$ cat src/lowest_free_index_allocator_core_defines.svh
// ----------------------------------------------------------------------------
// Lowest free index allocator: assertion macros
// Clocked on clk, disabled while rst_n is low.
// ----------------------------------------------------------------------------
`ifndef LOWEST_FREE_INDEX_ALLOCATOR_CORE_DEFINES_SVH
`define LOWEST_FREE_INDEX_ALLOCATOR_CORE_DEFINES_SVH

// Check a consequent in the same cycle as its antecedent
`define LFIA_ASSERT_NOW(lbl, ante, cons, msg) \
    lbl: assert property (@(posedge clk) disable iff (!rst_n) (ante) |-> (cons)) \
        else $error(msg);

// Check a consequent in the cycle after its antecedent
`define LFIA_ASSERT_NEXT(lbl, ante, cons, msg) \
    lbl: assert property (@(posedge clk) disable iff (!rst_n) (ante) |=> (cons)) \
        else $error(msg);

`endif

$ cat src/lfia_pkg.sv
// ----------------------------------------------------------------------------
// Lowest free index allocator package
// Field widths, defaults, request kinds and status codes.
// ----------------------------------------------------------------------------
package lfia_pkg;

    // Field widths
    localparam int CNT_W  = 11;
    localparam int NUM_W  = 10;
    localparam int STAT_W = 2;

    // Default geometry of the bitmap
    localparam int DEF_MAX_ENTRIES = 1024;
    localparam int DEF_WORD_BITS   = 32;

    // Reset value of the entry count register
    localparam logic [CNT_W-1:0] ENTRY_COUNT_RESET = 11'd1024;

    // Fixed-point shift of the reciprocal used to split an entry number
    localparam int RECIP_SHIFT = 24;

    typedef logic [STAT_W-1:0] status_t;

    // Request kinds
    localparam logic KIND_ALLOC = 1'b0;
    localparam logic KIND_FREE  = 1'b1;

    // Status codes
    localparam status_t ST_OK      = 2'd0;
    localparam status_t ST_FULL    = 2'd1;
    localparam status_t ST_INVALID = 2'd2;
    localparam status_t ST_USED    = 2'd3;

endpackage

$ cat src/lowest_free_index_allocator_core.sv
// ----------------------------------------------------------------------------
// Lowest free index allocator core
// Free: a request steps through S_DIV, S_SPLIT, S_MOD and S_OUT; one item at a time.
// Allocate: as free, plus an S_SCAN step per bitmap word scanned past the first (at most
// MAX_ENTRIES/WORD_BITS - 1); the bitmap memory returns one word a cycle.
// Rejected request: goes straight to S_OUT; no new item is taken until its result is loaded.
// Reset clears the bitmap, one word per cycle, with in_ready low; configuration writes
// are taken meanwhile.
// ----------------------------------------------------------------------------
`include "lowest_free_index_allocator_core_defines.svh"

module lowest_free_index_allocator_core #(
    parameter int MAX_ENTRIES = lfia_pkg::DEF_MAX_ENTRIES,
    parameter int WORD_BITS   = lfia_pkg::DEF_WORD_BITS
) (
    input  logic                      clk,
    input  logic                      rst_n,
    // configuration
    input  logic                      cfg_write_en,
    input  logic [lfia_pkg::CNT_W-1:0] cfg_write_data,
    // request channel
    input  logic                      in_valid,
    output logic                      in_ready,
    input  logic                      kind,
    input  logic [lfia_pkg::NUM_W-1:0] entry_number,
    // result channel
    output logic                      out_valid,
    input  logic                      out_ready,
    output logic [lfia_pkg::NUM_W-1:0] result_number,
    output lfia_pkg::status_t         status
);

    import lfia_pkg::*;

    localparam int WORD_COUNT = (MAX_ENTRIES + WORD_BITS - 1) / WORD_BITS;
    localparam int WA_W       = (WORD_COUNT > 1) ? $clog2(WORD_COUNT) : 1;
    localparam int BI_W       = $clog2(WORD_BITS);
    localparam int PTR_W      = CNT_W;
    localparam int BASE_W     = PTR_W + 1;
    localparam int RECIP      = ((1 << RECIP_SHIFT) + WORD_BITS - 1) / WORD_BITS;
    localparam int RECIP_W    = RECIP_SHIFT - 2;
    localparam int PROD_W     = PTR_W + RECIP_W;
    localparam logic [WA_W-1:0]  LAST_WORD     = WA_W'(WORD_COUNT - 1);
    localparam logic [31:0]      MAX_ENTRIES_W = 32'(MAX_ENTRIES);

    // Sequencer states
    localparam logic [2:0] S_CLEAR = 3'd0;
    localparam logic [2:0] S_IDLE  = 3'd1;
    localparam logic [2:0] S_DIV   = 3'd2;
    localparam logic [2:0] S_SPLIT = 3'd3;
    localparam logic [2:0] S_MOD   = 3'd4;
    localparam logic [2:0] S_SCAN  = 3'd5;
    localparam logic [2:0] S_OUT   = 3'd6;

    // Lowest clear bit of a word: {found, position}
    function automatic logic [BI_W:0] first_zero(input logic [WORD_BITS-1:0] w);
        logic [BI_W:0] r;
        int            i;
        r = '0;
        for (i = WORD_BITS - 1; i >= 0; i--)
        begin
            if (!w[i])
            begin
                r = {1'b1, BI_W'(i)};
            end
        end
        return r;
    endfunction

    logic [2:0]           state_reg, state_next;
    logic [CNT_W-1:0]     entry_count_reg;
    logic [PTR_W-1:0]     ptr_reg, ptr_next;
    logic                 kind_reg, kind_next;
    logic [PTR_W-1:0]     target_reg, target_next;
    logic [WA_W-1:0]      quo_reg, quo_next;
    logic [WA_W-1:0]      word_reg, word_next;
    logic [BASE_W-1:0]    base_reg, base_next;
    logic [BI_W-1:0]      bit_reg, bit_next;
    logic [WA_W-1:0]      clr_addr_reg, clr_addr_next;
    logic [NUM_W-1:0]     res_num_reg, res_num_next;
    status_t              res_st_reg, res_st_next;
    logic                 out_valid_reg, out_valid_next;
    logic [NUM_W-1:0]     out_num_reg;
    status_t              out_st_reg;
    logic                 out_load;

    // Bitmap memory
    logic [WORD_BITS-1:0] mem [WORD_COUNT];
    logic [WORD_BITS-1:0] rd_data_reg;
    logic                 mem_we, mem_re;
    logic [WA_W-1:0]      mem_waddr, mem_raddr;
    logic [WORD_BITS-1:0] mem_wdata;

    logic                 accept;
    logic [PTR_W-1:0]     cnt;
    logic [BASE_W-1:0]    cnt_ext;
    logic [PTR_W-1:0]     num_ext;
    logic [PROD_W-1:0]    prod;
    logic [BASE_W-1:0]    base_calc;
    logic [WORD_BITS-1:0] bit_mask;
    logic [WORD_BITS-1:0] low_mask;
    logic [BI_W:0]        fz_first;
    logic [BI_W:0]        fz_scan;
    logic [BI_W:0]        fz_sel;
    logic [BASE_W-1:0]    cand;
    logic [BASE_W-1:0]    base_step;

    // Clamp the configured count to the bitmap size
    assign cnt     = (32'(entry_count_reg) > MAX_ENTRIES_W) ? PTR_W'(MAX_ENTRIES)
                                                            : entry_count_reg;
    assign cnt_ext = BASE_W'(cnt);
    assign num_ext = PTR_W'(entry_number);

    assign in_ready = (state_reg == S_IDLE);
    assign accept   = in_valid && in_ready;

    // Split an entry number into word and bit with a reciprocal multiply
    assign prod      = PROD_W'(target_reg) * PROD_W'(RECIP);
    assign base_calc = BASE_W'(quo_reg) * BASE_W'(WORD_BITS);

    // Search helpers for the word under test
    assign bit_mask  = {{(WORD_BITS-1){1'b0}}, 1'b1} << bit_reg;
    assign low_mask  = bit_mask - {{(WORD_BITS-1){1'b0}}, 1'b1};
    assign fz_first  = first_zero(rd_data_reg | bit_mask | low_mask);
    assign fz_scan   = first_zero(rd_data_reg);
    assign fz_sel    = (state_reg == S_MOD) ? fz_first : fz_scan;
    assign cand      = base_reg + BASE_W'(fz_sel[BI_W-1:0]);
    assign base_step = base_reg + BASE_W'(WORD_BITS);

    // Sequencer
    always_comb
    begin
        state_next    = state_reg;
        ptr_next      = ptr_reg;
        kind_next     = kind_reg;
        target_next   = target_reg;
        quo_next      = quo_reg;
        word_next     = word_reg;
        base_next     = base_reg;
        bit_next      = bit_reg;
        clr_addr_next = clr_addr_reg;
        res_num_next  = res_num_reg;
        res_st_next   = res_st_reg;
        mem_we        = 1'b0;
        mem_waddr     = word_reg;
        mem_wdata     = rd_data_reg;
        mem_re        = 1'b0;
        mem_raddr     = word_reg;
        out_load      = 1'b0;

        unique case (state_reg)
            S_CLEAR:
            begin
                mem_we        = 1'b1;
                mem_waddr     = clr_addr_reg;
                mem_wdata     = '0;
                clr_addr_next = clr_addr_reg + WA_W'(1);
                if (clr_addr_reg == LAST_WORD)
                begin
                    state_next = S_IDLE;
                end
            end

            S_IDLE:
            begin
                if (accept)
                begin
                    kind_next    = kind;
                    res_num_next = '0;
                    if (kind == KIND_ALLOC)
                    begin
                        target_next = ptr_reg;
                        if (ptr_reg == cnt)
                        begin
                            res_st_next = ST_FULL;
                            state_next  = S_OUT;
                        end
                        else if (ptr_reg == '0 || ptr_reg > cnt)
                        begin
                            res_st_next = ST_INVALID;
                            state_next  = S_OUT;
                        end
                        else
                        begin
                            state_next = S_DIV;
                        end
                    end
                    else
                    begin
                        target_next = num_ext;
                        if (entry_number == '0 || num_ext >= cnt)
                        begin
                            res_st_next = ST_INVALID;
                            state_next  = S_OUT;
                        end
                        else
                        begin
                            state_next = S_DIV;
                        end
                    end
                end
            end

            S_DIV:
            begin
                quo_next   = WA_W'(prod >> RECIP_SHIFT);
                state_next = S_SPLIT;
            end

            S_SPLIT:
            begin
                base_next  = base_calc;
                bit_next   = BI_W'(BASE_W'(target_reg) - base_calc);
                word_next  = quo_reg;
                mem_re     = 1'b1;
                mem_raddr  = quo_reg;
                state_next = S_MOD;
            end

            S_MOD:
            begin
                if (kind_reg == KIND_FREE)
                begin
                    mem_we       = 1'b1;
                    mem_wdata    = rd_data_reg & ~bit_mask;
                    ptr_next     = (target_reg < ptr_reg) ? target_reg : ptr_reg;
                    res_num_next = NUM_W'(target_reg);
                    res_st_next  = ST_OK;
                    state_next   = S_OUT;
                end
                else if ((rd_data_reg & bit_mask) != '0)
                begin
                    res_st_next = ST_USED;
                    state_next  = S_OUT;
                end
                else
                begin
                    mem_we       = 1'b1;
                    mem_wdata    = rd_data_reg | bit_mask;
                    res_num_next = NUM_W'(target_reg);
                    res_st_next  = ST_OK;
                    if (fz_sel[BI_W])
                    begin
                        ptr_next   = (cand >= cnt_ext) ? cnt : PTR_W'(cand);
                        state_next = S_OUT;
                    end
                    else if (base_step >= cnt_ext)
                    begin
                        ptr_next   = cnt;
                        state_next = S_OUT;
                    end
                    else
                    begin
                        base_next  = base_step;
                        word_next  = word_reg + WA_W'(1);
                        mem_re     = 1'b1;
                        mem_raddr  = word_reg + WA_W'(1);
                        state_next = S_SCAN;
                    end
                end
            end

            S_SCAN:
            begin
                // Test the word that arrived, fetch the one after it
                if (fz_sel[BI_W])
                begin
                    ptr_next   = (cand >= cnt_ext) ? cnt : PTR_W'(cand);
                    state_next = S_OUT;
                end
                else if (base_step >= cnt_ext)
                begin
                    ptr_next   = cnt;
                    state_next = S_OUT;
                end
                else
                begin
                    base_next  = base_step;
                    word_next  = word_reg + WA_W'(1);
                    mem_re     = 1'b1;
                    mem_raddr  = word_reg + WA_W'(1);
                end
            end

            S_OUT:
            begin
                if (!out_valid_reg || out_ready)
                begin
                    out_load   = 1'b1;
                    state_next = S_IDLE;
                end
            end

            default:
            begin
                state_next = S_IDLE;
            end
        endcase
    end

    // Hold or drop the result beat
    always_comb
    begin
        out_valid_next = out_valid_reg;
        if (out_load)
        begin
            out_valid_next = 1'b1;
        end
        else if (out_ready)
        begin
            out_valid_next = 1'b0;
        end
    end

    // Control registers
    always_ff @(posedge clk or negedge rst_n)
    begin
        if (!rst_n)
        begin
            state_reg       <= S_CLEAR;
            clr_addr_reg    <= '0;
            ptr_reg         <= PTR_W'(1);
            entry_count_reg <= ENTRY_COUNT_RESET;
            out_valid_reg   <= 1'b0;
        end
        else
        begin
            state_reg     <= state_next;
            clr_addr_reg  <= clr_addr_next;
            ptr_reg       <= ptr_next;
            out_valid_reg <= out_valid_next;
            if (cfg_write_en)
            begin
                entry_count_reg <= cfg_write_data;
            end
        end
    end

    // Working and result payload
    always_ff @(posedge clk)
    begin
        kind_reg    <= kind_next;
        target_reg  <= target_next;
        quo_reg     <= quo_next;
        word_reg    <= word_next;
        base_reg    <= base_next;
        bit_reg     <= bit_next;
        res_num_reg <= res_num_next;
        res_st_reg  <= res_st_next;
        if (out_load)
        begin
            out_num_reg <= res_num_reg;
            out_st_reg  <= res_st_reg;
        end
    end

    // Bitmap memory: one write and one registered read per cycle
    always_ff @(posedge clk)
    begin
        if (mem_we)
        begin
            mem[mem_waddr] <= mem_wdata;
        end
        if (mem_re)
        begin
            rd_data_reg <= mem[mem_raddr];
        end
    end

    assign out_valid     = out_valid_reg;
    assign result_number = out_num_reg;
    assign status        = out_st_reg;

    // Checks
    `LFIA_ASSERT_NOW(a_no_same_word_rw, mem_we && mem_re, mem_waddr != mem_raddr, "read and write hit the same bitmap word")
    `LFIA_ASSERT_NEXT(a_one_item, in_valid && in_ready, !in_ready, "second item taken while one is in flight")
    `LFIA_ASSERT_NEXT(a_hold_result, (state_reg == S_OUT) && out_valid && !out_ready, state_reg == S_OUT, "result dropped while output beat stalled")
    `LFIA_ASSERT_NOW(a_fail_zero, out_valid && (status != ST_OK), result_number == '0, "failed request returns a nonzero number")

endmodule
$ cat config.mk
export PLATFORM = sky130hd
export DESIGN_NAME = lowest_free_index_allocator_core
export DESIGN_NICKNAME = d
export VERILOG_FILES = /design/src/lfia_pkg.sv /design/src/lowest_free_index_allocator_core.sv
export VERILOG_INCLUDE_DIRS = /design/src /design/src/src
export SDC_FILE = /design/constraint.sdc
export NUM_CORES = 1
export LEC_CHECK = 0
export ABC_AREA = 0
export BUFFER_PORTS_ARGS = -buffer_cell sky130_fd_sc_hd__buf_2
export CORE_MARGIN = 2
export CORE_UTILIZATION = 58
export CTS_CLUSTER_SIZE = 12
export DETAILED_ROUTE_END_ITERATION = 10
export PLACE_DENSITY = 0.73
export REMOVE_ABC_BUFFERS = 1
export SYNTH_ARGS = -nofsm -noshare
export SYNTH_HDL_FRONTEND = slang
export SYNTH_SLANG_ARGS = --single-unit
$ cat constraint.sdc
create_clock -name clk -period 6.35 [get_ports clk]
set_input_delay 0.635 -clock clk [delete_from_list [all_inputs] [get_ports clk]]
set_output_delay 0.635 -clock clk [all_outputs]
set_load 0.02 [all_outputs]
==> impl_summary.md <==
Setup path
The worst setup path category is reg2reg. The dominant delay contributor by cell family on the critical path is simple AND/OR/NAND/NOR gates. The maximum cell stage delay along the critical path is 510 ps. The category of the worst setup path launch point is a register. For the worst setup path, the data arrival time is 6370 ps. The reg-to-reg critical path startpoint is bit_reg[1]$_DFFE_PN_.

For the worst flop-to-flop path, the logic depth is 16. Setup slack on the worst reg-to-reg path comes out at 410 ps. Along the worst path, the maximum fanout reaches 94.

Data on the critical path is required at its endpoint by 6780 ps. The critical path goes through nor2_1 > nand3_1 > ha_1 > or4b_1 > a21oi_1 > o31ai_1 > nand4b_1 > nor2_1 > a21o_1 > o21ai_0 > a21oi_4 > buf_12 > mux2i_1 > mux2i_1 > o22ai_1 > nor4_1. The timing startpoint of the critical path is bit_reg[1]$_DFFE_PN_. The critical path buffer and inverter count is 1. The type of destination of the critical path is a register.

In this run the critical register-to-register path is captured at rd_data_reg[28]$_DFFE_PP_. The cell with the biggest individual delay on the critical path is edfxtp_1. In this run the worst setup path terminates at rd_data_reg[28]$_DFFE_PP_. The number of cells on the critical path is 16.

Floorplanning
In this run the core area contains 107 standard-cell rows. The die covers 87540 um2. In this run the standard cell core region covers 84750 um2.

The y dimension of the die is 295.9 um. The width of the chip is 295.9 um. The initial utilization of the core area, before any placement, comes to 0.5830. The total I/O pin count is 41.

Yosys
The synthesized design contains 1109 enable-type register cells. The dominant cell type by area after synthesis is edfxtp_1. Yosys printed 0 warnings. The synthesized instance count is 3139. For this run, asynchronously set or reset flops after synthesis account for 0.02707.

The primary flip-flop cell chosen by synthesis mapping is edfxtp_1. The number of library cell types mapped by synthesis is 90. By area the synthesized netlist is led by edfxtp_1 (67%), mux2i_1 (16%), dfrtp_1 (1.5%), o22ai_1 (1.4%), ha_1 (1.3%).

The per-instance average area after synthesis is 15.74 um2. The synthesized netlist occupies a cell area of 49410 um2. The share of synthesized area in the top cell type comes to 0.6740.

The total of flip-flops plus latches after synthesis is 1145. The register area share after synthesis is 0.6918.

GRT
The global-route wire length before repair is 188800 um. The via count of the first global-routing pass came to 28.22k. The largest net degree at the start of global routing is 99. In the global route stage, overall resource usage came out at 0.2992. The initial antenna violation count is 0. Summed over all layers, the global routing overflow is 0.

Power
IR analysis of the VDD net gives a maximum drop of 0.6495 mV. The reported net switching power is 10.06 mW. The sequential share of power is 0.390. The switching share of power is 0.3628. The leakage power summed over all cells is 19.40 nW.

The share of total power dissipated in combinational logic is 0.397. Of the total power, the clock network draws 0.213. Internal power comes to 17.66 mW.

For this design the ratio of total power to cell area is 503.9 nW/um2.

Timing
The least setup slack across all paths after layout is 408.6 ps. The hold slack is 154.6 ps. Of the available clock period, the critical path in the final layout requires 0.9357.

On the final layout, the worst clock skew is 38.74 ps. The relative slew slack is 0.1256. The transition time at the pin with the least slew margin is 1312 ps. For this run, the top clock speed supported by timing is 168.3 MHz. The time the final worst path needs with I/O delays and setup is 5941 ps. The final number of max-transition violations is 0. The final-report setup violation count is 0. Setup repair after global routing left no endpoint under its margin. The number of hold-slack violations in the final timing report is 0.

Placement
The HPWL after detailed placement is 79020 um. Timing analysis after detailed placement gives a worst setup slack of 433.4 ps. Buffers placed on the I/O ports in this run total 40. The placer congestion estimate is 0.9762. The number of placed instances, taps included is 4269.

Run status
The run finished with clean final reports.

Layout
In the final layout, the share of cells above drive strength 1 is 0.1286. Once layout is complete, the cells apart from fillers number 4443. Relative to the synthesized area, the layout overhead comes to 11.35%.

The filler cells instantiated in the layout total 5802. The post-layout net count is 3320. The register with the most flip-flops in the layout has 1024 of them.

Run
Max-cap violations in this run came to 0.

CTS
The number of buffers inserted to repair setup after CTS is 0. Clock tree synthesis found a total of 1145 sinks. The H-tree generated during clock tree synthesis spans 3 levels.

The library cell used as clock root buffer is clkbuf_16. The source-to-sink clock delay at the later pin of the worst-skew pair is 710 ps. The deepest clock path buffer count is 3.

Clock-pin slew was measured on the worst setup and hold paths at 60 ps. The number of clock buffers added by TritonCTS is 112. The CTS tree is built.

Drt
For this run, the detailed router's first-pass iteration total came to 7. The violation count after the first detailed-route iteration is 3074. The routed layout has 28.85k vias.

For this block, the routed nets add up to 130300 um of wire. Dividing the detail-routed via count by the number of cells gives 6.494. Dividing the detail-routed wire length by the instance count gives 29.33 um. The number of nets with antenna violations after routing is 0. The number of DRC violations after detailed routing is 0.

Worst hold path
The worst hold path was traced through 3 stages. The path class of the tightest hold or removal check is in2reg. The hold path startpoint is cfg_write_data[10].
layer usage:
metal | track usage | vias to the layer above | part of all wire
met2 | 0.4772 | 1470 | 0.47
met5 | 0 | - | 0
met3 | 0.04369 | 284 | 0.085
met1 | 0.4180 | 14569 | 0.40
li1 | - | 12528 | -
met4 | 0.1206 | 0 | 0.041
final cells by class:
class | instances | area [um2] | area share
clock inverters | 29 | 210.2 | 0.003821
clock buffers | 143 | 2940 | 0.05344
repair buffers | 161 | 1524 | 0.02770
inverters | 42 | 157.7 | 0.002866
well taps | 1144 | 1431 | 0.02602
flip-flops and latches | 1145 | 34180 | 0.6213
diodes | 1 | 2.502 | 0.00004548
multi-input cells | 1778 | 14570 | 0.2648
synth_stat cells (all sizes together), types with 3 or more instances:
| library cell | number |
|---|---|
| edfxtp | 1109 |
| mux2i | 780 |
| nand2 | 160 |
| o22ai | 137 |
| buf | 123 |
| o21ai | 120 |
| nor2 | 81 |
| a21oi | 63 |
| ha | 53 |
| clkbuf | 51 |
| inv | 42 |
| nor4 | 42 |
| nand3 | 39 |
| dfrtp | 29 |
| a31oi | 28 |
| a21o | 20 |
| and3 | 18 |
| nor3 | 17 |
| nand2b | 15 |
| nand4 | 15 |
| mux2 | 12 |
| o21a | 12 |
| and2 | 11 |
| nor2b | 11 |
| a21boi | 9 |
| a211oi | 8 |
| o211ai | 8 |
| o31ai | 8 |
| a22o | 7 |
| and4 | 7 |
| nand3b | 7 |
| or3 | 7 |
| a22oi | 6 |
| o32ai | 6 |
| or2 | 6 |
| xnor2 | 6 |
| dfxtp | 5 |
| nor3b | 5 |
| o221ai | 5 |
| a221oi | 4 |
| xor2 | 4 |
| a221o | 3 |
| a32oi | 3 |
| nand4b | 3 |
power by group through the flow:
stage,Clock (mW),Combinational [mW],Sequential [mW]
3_3_place_gp,0,10.6,10.9
6_report,5.91,11.0,10.8
4_1_cts,5.98,10.9,10.8
5_1_grt,6.27,11.7,10.8
3_5_place_dp,0,10.9,10.9
2_1_floorplan,0,5.90,10.7
kinds of logic after synthesis:
group,count (synthesis),share of synthesized area
muxes,792,0.1607
xor gates and xnor gates,10,0.001773
adders and majority gates,53,0.01342
AOI/OAI and AO/OA,473,0.06462
DFF,1145,0.6918
buffers and inverters,216,0.02142
and+or+nand+nor,450,0.04624
worst reg2reg max path, stage by stage (launching register included):
cell	delay, ps
edfxtp_1	510
nor2_1	130
nand3_1	180
ha_1	380
or4b_1	470
a21oi_1	210
o31ai_1	130
nand4b_1	430
nor2_1	270
a21o_1	400
o21ai_0	240
a21oi_4	450
buf_12	510
mux2i_1	370
mux2i_1	330
o22ai_1	190
nor4_1	510
metrics by stage:
step / TNS (ps) / utilization / instance area [um2] / total power, mW
floorplan: -1171380 / - / 48510 / 16.58
global placement: 0 / 0.6118 / 51850 / 21.52
detailed placement: 0 / 0.6118 / 51850 / 21.80
CTS: 0 / 0.6491 / 55010 / 27.67
global route: 0 / 0.6492 / 55010 / 28.79
finish: 0 / 0.6492 / 55020 / 27.72
worst min-delay path by stage:
stage / endpoint / slack [ps]
floorplan: clr_addr_reg[0]$_DFFE_PN0P_ / 340
global placement: status[1]$_DFFE_PP_ / 400
detailed placement: status[0]$_DFFE_PP_ / 410
CTS: entry_count_reg[10]$_DFFE_PN1P_ / 120
global route: entry_count_reg[8]$_DFFE_PN0P_ / 150
finish: entry_count_reg[10]$_DFFE_PN1P_ / 150
cells in the final DEF, fill, tap and decap left out, drive strengths merged, types with 7 or more instances in the layout:
master / synthesis / layout
nand2: 160 / 160
o21a: 12 / 12
nor2: 81 / 81
and3: 18 / 18
nor3: 17 / 17
nand3: 39 / 39
and2: 11 / 11
nor2b: 11 / 11
and4: 7 / 7
mux2i: 780 / 780
a211oi: 8 / 8
nor4: 42 / 42
dfrtp: 29 / 29
o22ai: 137 / 137
a21oi: 63 / 63
edfxtp: 1109 / 1109
o21ai: 120 / 120
or3: 7 / 7
mux2: 12 / 12
o211ai: 8 / 8
nand2b: 15 / 15
clkinv: 0 / 24
a21o: 20 / 20
buf: 123 / 160
o31ai: 8 / 8
inv: 42 / 44
ha: 53 / 53
clkbuf: 51 / 143
a22o: 7 / 7
nand4: 15 / 15
nand3b: 7 / 7
a21boi: 9 / 9
a31oi: 28 / 28
repair_timing:
item                                    4_1_cts  5_1_grt
resized for setup                             0        1
endpoints found under the setup margin        0        9
endpoints found under the hold margin        22        0
hold buffers                                  1        0
Power figures use the tool's default switching activity.
